File: config.mk
export PLATFORM = sky130hd
export DESIGN_NAME = bpfa_word_ops
export DESIGN_NICKNAME = d
export VERILOG_FILES = /design/src/bpfa_pkg.sv /design/src/bpfa_word_ops.sv
export SDC_FILE = /design/constraint.sdc
export NUM_CORES = 1
export LEC_CHECK = 0
export ABC_AREA = 0
export BUFFER_PORTS_ARGS = -buffer_cell sky130_fd_sc_hd__buf_2
export CAP_MARGIN = 20
export CORE_MARGIN = 2
export CORE_UTILIZATION = 50
export DETAILED_ROUTE_END_ITERATION = 10
export PLACE_DENSITY = 0.77
export SLEW_MARGIN = 30
export SYNTH_ARGS = -nofsm -noshare
export SYNTH_HDL_FRONTEND = slang
export SYNTH_SLANG_ARGS = --single-unit
File: constraint.sdc
create_clock -name vclk -period 10.2
set_input_delay 1.02 -clock vclk [all_inputs]
set_output_delay 1.02 -clock vclk [all_outputs]
set_load 0.01 [all_outputs]
File: src/bpfa_pkg.sv
`timescale 1ns / 1ps
`default_nettype none
package bpfa_pkg;

	localparam int unsigned MaxPagesDef = 65536;

	localparam int WordBits = 64;
	localparam int BitW     = 6;
	localparam int CountW   = 17;
	localparam int PageW    = 18;
	localparam int WidxW    = PageW - BitW;
	localparam int PopW     = BitW + 1;

	localparam logic [CountW-1:0] CountMax = '1;

	// Action codes
	localparam logic [2:0] ActFree    = 3'd0;
	localparam logic [2:0] ActLock    = 3'd1;
	localparam logic [2:0] ActReserve = 3'd2;
	localparam logic [2:0] ActRelease = 3'd3;
	localparam logic [2:0] ActRequest = 3'd4;

	// Status codes
	localparam logic [1:0] StDone   = 2'd0;
	localparam logic [1:0] StNoFree = 2'd1;
	localparam logic [1:0] StRange  = 2'd2;

	typedef struct packed {
		logic [2:0]      action;
		logic [BitW-1:0] lo;
		logic [BitW-1:0] hi;
	} bpfa_ctrl_t;

	typedef struct packed {
		logic [WordBits-1:0] new_word;
		logic [PopW-1:0]     changed;
		logic                found;
		logic [BitW-1:0]     bit_idx;
	} bpfa_res_t;

	function automatic logic [CountW-1:0] sat_add(input logic [CountW-1:0] v,
			input logic [PopW-1:0] n);
		logic [CountW:0] s;
		s = {1'b0, v} + (CountW+1)'(n);
		return s[CountW] ? CountMax : s[CountW-1:0];
	endfunction

	function automatic logic [CountW-1:0] sat_sub(input logic [CountW-1:0] v,
			input logic [PopW-1:0] n);
		return (v > CountW'(n)) ? v - CountW'(n) : '0;
	endfunction

endpackage
`default_nettype wire

File: src/bpfa_word_ops.sv
`timescale 1ns / 1ps
`default_nettype none
module bpfa_word_ops import bpfa_pkg::*; (
	input  logic [WordBits-1:0] word,
	input  bpfa_ctrl_t          ctrl,
	output bpfa_res_t           res
);

	logic [WordBits-1:0] mask;
	logic [WordBits-1:0] avail;
	logic [WordBits-1:0] pick;
	logic [WordBits-1:0] change;
	logic [WordBits-1:0] new_w;
	logic [PopW-1:0]     pop;
	logic [BitW-1:0]     idx;
	logic                set_op;
	logic [1:0]          p1 [32];
	logic [2:0]          p2 [16];
	logic [3:0]          p3 [8];
	logic [4:0]          p4 [4];
	logic [5:0]          p5 [2];

	always_comb begin
		mask  = ({WordBits{1'b1}} << ctrl.lo) & ({WordBits{1'b1}} >> (6'd63 - ctrl.hi));
		avail = ~word & mask;
		// isolate the lowest clear page
		pick  = avail & (~avail + 64'd1);
		idx   = '0;
		for (int b = 0; b < WordBits; b++) begin
			for (int k = 0; k < BitW; k++) begin
				if (((b >> k) & 1) == 1) begin
					idx[k] = idx[k] | pick[b];
				end
			end
		end
		case (ctrl.action)
			ActLock, ActReserve: change = mask & ~word;
			ActFree, ActRelease: change = mask & word;
			ActRequest:          change = pick;
			default:             change = '0;
		endcase
		set_op = (ctrl.action != ActFree) && (ctrl.action != ActRelease);
		new_w  = set_op ? (word | change) : (word & ~change);
	end

	// population count tree of the changed bits
	always_comb begin
		for (int i = 0; i < 32; i++) p1[i] = 2'(change[2*i]) + 2'(change[2*i+1]);
		for (int i = 0; i < 16; i++) p2[i] = 3'(p1[2*i]) + 3'(p1[2*i+1]);
		for (int i = 0; i < 8; i++)  p3[i] = 4'(p2[2*i]) + 4'(p2[2*i+1]);
		for (int i = 0; i < 4; i++)  p4[i] = 5'(p3[2*i]) + 5'(p3[2*i+1]);
		for (int i = 0; i < 2; i++)  p5[i] = 6'(p4[2*i]) + 6'(p4[2*i+1]);
		pop = PopW'(p5[0]) + PopW'(p5[1]);
	end

	assign res = '{new_word: new_w, changed: pop, found: |avail, bit_idx: idx};

endmodule
`default_nettype wire

==> impl_results.md, run 1 <==
* FF+latch count at 0
* Total Wirelength at ~40,000 um
* Hold EP: res[14]
* Vias per std cell at around 7.0
* Max_slew headroom at between 30% and 40%
* Worst hold start: word[0]
* Power Density at approximately 80 mW/mm^2
* WS Path Type: input port to primary output
* Hold WC Path Type: input port to primary output
* PnR Total Power at around 0.8 mW
* Synth Area in Compound Gates at 32.6%
* DP Wirelength at approximately 32,000 um
* Final WS setup at -35.0 ps
* Peak Freq at between 90 and 100 MHz
* Area of the multi-input gates at around 0.0069 mm^2
* Wire per inst at 26.1 um
* Tot GR Track Use at roughly half
* # DRC at 0
* Number of global-route vias before repair at 9,985
* Post-Synth Adder-Cell Area at around 17%
* Failing checks: setup timing
* Critical Path End Type: primary output
* DR pass1 iterations at 6
* Register area at 0 um^2
* Arrival @ worst endpoint at ~9200 ps
* Layout cell share with drive strength beyond 1 at between 30 and 40%
* DR vias at roughly 11,000
* Area after DPL at between 0.009 and 0.01 mm^2
* Register area share after synthesis at 0%
* # clk buffers at 0
* CP dominant cell by count: fa_1
* Crit start category: input port
* Final worst path period share at 100%
* Starting DRT DRC Count at between 1,500 and 2,000
* Port Buffers at ~160
* Max rail drop VDD at roughly 170 uV
* Post-route cell area at 0.0102 mm^2
* First-pass GRT wire length at just under 60,000 um
* Max Cap Violations at 0
* Final GP Congestion at 1.15
* Initial antenna violation count at 0
* Initial Util at 50.5%
* Outcome: finished with violations
* Core ar. at 0.0144 mm^2
* Non-filler cells, final at 1,531
* Chip height at 125 um
* Mean Syn Cell Area at 7.03 um^2
* Antenna Cells at 0
* Pre-CTS setup slack at -184 ps
* Worst slew pin tran at 1030 ps
* Fin Hold WS at 2390 ps
* XOR/XNOR Fraction of Synth Area at between 6 and 7%
* CP peak stage delay at 560 ps
* Synth-to-Final Area Change at 40.0%
* Worst-path fanout max at 16
* Final hold vios at 0
* Grt ovf at 0
* Mapped Area at between 0.007 and 0.008 mm^2
* Post-synthesis simple-gate area fraction at approximately 30%
* Hold Buf Count CTS at 0
* Synth warn at 0
* Final setup violation count at 3
* Netlist cell types at around 100
* Post-DRT Antenna Nets at 0
* RSZ-0062 raised after global routing: true
* Placed cells at approximately 1,500
* Worst EP required at slightly above 9000 ps
* Hold path depth at 4
* # fillers at roughly 1,200
* Mux contribution to synthesized area at under 10%
* Die X at 125 um
* Largest net degree at the start of global routing at 37
* Crit path time final at between 10,000 and 15,000 ps
* Die area at 0.0155 mm^2
* Net Count, Synth at ~1,200
* Main combinational cell family by area after synthesis: compound AO/OA/AOI/OAI gates
* CP max-delay cell: fa_2
* P_leak at approximately 4.6 nW
* Final slew viol count at 0
* Cells after synthesis at roughly 1,000
* I/O pin cnt at 157
* Row count at between 40 and 50
* Nets@finish at ~1,500
[critical path, delay by kind of cell]
kind	cells	cell delay [ps]
simple gates	5	1550
buf+inv	7	950
compound gates	7	1270
xor+xnor	1	160
fa+ha+maj	9	4240
[worst max-delay path by stage]
stage | cells past startpoint | slack, ps | start | endpoint
6_report | 29 | -30 | ctrl[8] | res[12]
5_1_grt | 33 | -270 | ctrl[3] | res[13]
4_1_cts | 29 | -40 | ctrl[1] | res[13]
3_5_place_dp | 28 | -180 | ctrl[1] | res[13]
3_3_place_gp | 30 | -20 | ctrl[7] | res[13]
2_1_floorplan | 28 | 190 | ctrl[3] | res[13]
[what timing repair did]
item | in CTS | in global routing
setup buffers | 12 | 18
gates cloned | 1 | 0
pin swaps | 33 | 46
hold endpoints to repair | 0 | 0
gates resized for setup | 45 | 42
setup endpoints to repair | 3 | 5
[cells in the mapped netlist, types with 15 or more instances]
cell      number  area (um^2)
ha_1          15          188
nor3_1        41          205
xnor2_1       33          289
o21ai_0       44          220
a21oi_1       81          405
fa_1          54         1080
buf_2         25          125
nand4_1       19          119
nand2_1       76          285
nand3_1       31          155
xor2_1        18          158
or3_1         19          119
nor2_1       105          394
mux2_2        17          191
clkbuf_1      30          113
a211oi_1      15          113
inv_1         78          293
[stage by stage]
| step | setup TNS [ps] | util [%] |
|---|---|---|
| after detailed placement | -452 | 66.3 |
| after global routing | -921 | 70.8 |
| after CTS | -93.4 | 68.6 |
| after global placement | -20.6 | 66.2 |
| final | -79.6 | 70.8 |
| after floorplan | 0 | - |
[layer usage]
metal  vias up  track usage (%)  routed length (um)  share of wire [%]
met3       220             16.1                6230                 16
met5         -             3.27                  64               0.16
met4         2             20.0                2530                6.3
li1       4485                -                   -                  -
met2      1004             70.7               16200                 40
met1      4981             65.8               15000                 38
[cell usage in the layout (no fill, tap or decap), types with 10 or more instances in the layout]
master | synthesis | routed
buf_4 | 9 | 216
buf_2 | 25 | 154
nor2_1 | 105 | 99
a21oi_1 | 81 | 77
nand2_1 | 76 | 75
inv_1 | 78 | 74
fa_1 | 54 | 48
o21ai_0 | 44 | 44
nor3_1 | 41 | 39
xnor2_1 | 33 | 33
nand3_1 | 31 | 31
nand4_1 | 19 | 19
or3_1 | 19 | 17
xor2_1 | 18 | 17
mux2_2 | 17 | 17
a211oi_1 | 15 | 15
ha_1 | 15 | 14
nor4_1 | 14 | 12
a21o_1 | 12 | 12
and2_1 | 11 | 11
and3_1 | 10 | 10
buf_6 | 7 | 10
[cell families after synthesis]
group,Yosys count
AND/OR/NAND/NOR,405
AO/OA/AOI/OAI,326
buffers and inverters,154
adder cells (fa/ha/maj),69
XOR/XNOR,51
multiplexers,28
[layout make-up]
type | count | area share, %
inverter | 78 | 2.88
multi-input combinational | 879 | 68.2
tap | 184 | 2.26
timing repair buffer | 390 | 26.7
[where the power goes]
group          leakage, nW  total (mW)  switching [mW]  internal, mW
combinational         4.57       0.807           0.463         0.343
sequential               0           0               0             0
clock                    0           0               0             0
No activity file was read; power rests on OpenSTA's default activity.
==> run 2, diff against run 1 <==
--- a/config.mk
+++ b/config.mk
@@ -8,7 +8,7 @@
 export ABC_AREA = 0
 export BUFFER_PORTS_ARGS = -buffer_cell sky130_fd_sc_hd__buf_2
 export CAP_MARGIN = 20
-export CORE_MARGIN = 2
+export CORE_MARGIN = 3
 export CORE_UTILIZATION = 50
 export DETAILED_ROUTE_END_ITERATION = 10
 export PLACE_DENSITY = 0.77
==> run 2 against run 1 <==
Net effect:
- the flow finishes with violations (DRC, setup timing)
- combinational power grew 10%
- non-clock buffer count up 64
- fmax shrank 3.2%
- final area grew 4.0%
- hold slack better by 12 ps
- utilization increased by 4.6 points
- critical path depth up 4
- global-route usage rose by 5.0 points
==> impl_results.md, run 2 (synthesis results as in run 1) <==
* Outcome: finished with violations
* Failing checks: DRC, setup timing
* Hold WC Path Type: input port to primary output
* Port Buffers at around 160
* Sw power at 0.516 mW
* Comb power frac at 100.0%
* Tot GR Track Use at between 50% and 60%
* Grt ovf at 0
* Number of global-route vias before repair at about 11,000
* P_leak at ~5 nW
* PnR Total Power at about 0.89 mW
* Core ar. at approximately 0.014 mm^2
* Post-DRT Antenna Nets at 0
* Max_slew headroom at a little over a third
* Vias per std cell at approximately 7.2
* Area after DPL at a little under 0.01 mm^2
* DR vias at approximately 12,000
* Total Wirelength at ~45,000 um
* CP Buf/Inv Count at 12
* Final hold vios at 0
* Final setup violation count at 5
* Antenna Cells at 0
* Most frequent cells in the layout: 280 x buf_4, 153 x buf_2, 102 x nor2_1
* Initial antenna violation count at 0
* CP dominant cell by count: fa_1
* Layout cell share with drive strength beyond 1 at roughly two fifths
* Peak Freq at around 95 MHz
* Area of the multi-input gates at 0.00686 mm^2
* Switch share at 57.9%
* Largest net degree at the start of global routing at 36
* Nets@finish at around 1,600
* DP Wirelength at between 30,000 and 40,000 um
* Max rail drop VDD at approximately 280 uV
* Synth-to-Final Area Change at 45.6%
* Chip height at ~130 um
* Clock share of power at 0%
* Die area at around 0.016 mm^2
* Worst EP required at ~9000 ps
* CP peak stage delay at roughly 680 ps
* Arrival @ worst endpoint at 9560 ps
* RSZ-0062 raised after global routing: true
* P_int at around 0.37 mW
* Power Density at 84.2 mW/mm^2
* # DRC at 27
* Wire per inst at around 29 um
* Final GP Congestion at about 1.2
* Post-route cell area at 0.0106 mm^2
* Setup TNS at -1320 ps
* Crit start category: input port
* Most common cell after layout, fill and taps aside: buf_4
* Fin util at approximately three quarters
* I/O pin cnt at ~160
* CP max-delay cell: fa_2
* Initial Util at around half
* Final WS setup at -375 ps
* Top cell family by delay on the critical path: adder cells
* Crit path time final at approximately 11,000 ps
* FF+latch count at 0
* WP depth at 33
* # clk buffers at 0
* Starting DRT DRC Count at between 2,000 and 2,500
* Hold path depth at 4
* Register area at 0 um^2
* WS Path Type: input port to primary output
* Hold Buf Count CTS at 0
* Sequential power share at 0%
* Die X at 127 um
* Worst slew pin tran at 971 ps
* Worst-path fanout max at 13
* DR pass1 iterations at 11
* Row count at between 40 and 50
* # fillers at just over 1,000
* Final slew viol count at 0
* Critical Path End Type: primary output
* Final worst path period share at 104%
* First-pass GRT wire length at between 60,000 and 70,000 um
* Max Cap Violations at 0
==> run 2: cell type report <==
cell class                      count  area share (%)
Tap cell                          180            2.13
Multi-Input combinational cell    879            64.8
Timing Repair Buffer              454            30.3
Inverter                           78            2.77
==> run 2: final timing paths <==
path	startpoint	endpoint	slack, ps
worst max-delay path	ctrl[9]	res[11]	-380
worst min-delay path	word[6]	res[20]	2400
==> run 2: power by group through the flow <==
stage | Combinational (mW) | Clock, mW | Sequential [mW]
after floorplan | 0.435 | 0 | 0
after global routing | 0.931 | 0 | 0
after detailed placement | 0.753 | 0 | 0
final | 0.891 | 0 | 0
after CTS | 0.780 | 0 | 0
after global placement | 0.728 | 0 | 0
==> run 2: stage by stage <==
stage                     setup WS (ps)  cells  hold WS, ps
after detailed placement           -358   1532         2390
final                              -375   1591         2400
after floorplan                     187   1033         2160
after global placement             -285   1532         2390
after global routing               -509   1591         2410
after CTS                         -64.4   1587         2390
==> run 2: repair_timing <==
item	4_1_cts	5_1_grt
setup buffers	55	11
gates resized for setup	40	34
cloned	0	0
endpoints found under the setup margin	5	7
pin swaps	40	31
==> run 2: tightest hold or removal path: stages <==
cell and delay, ps:
buf_2 120, nand2_1 50, o21ai_0 60, buf_2 130
==> run 2: layer usage <==
| metal | part of all wire (%) | routed length, um | track usage (%) | vias up |
|---|---|---|---|---|
| met5 | 0 | 0 | 0 | - |
| met2 | 38 | 17500 | 74.7 | 1341 |
| li1 | - | - | - | 4606 |
| met3 | 18 | 8410 | 24.8 | 396 |
| met1 | 35 | 15700 | 69.1 | 5161 |
| met4 | 8.4 | 3830 | 27.4 | 0 |
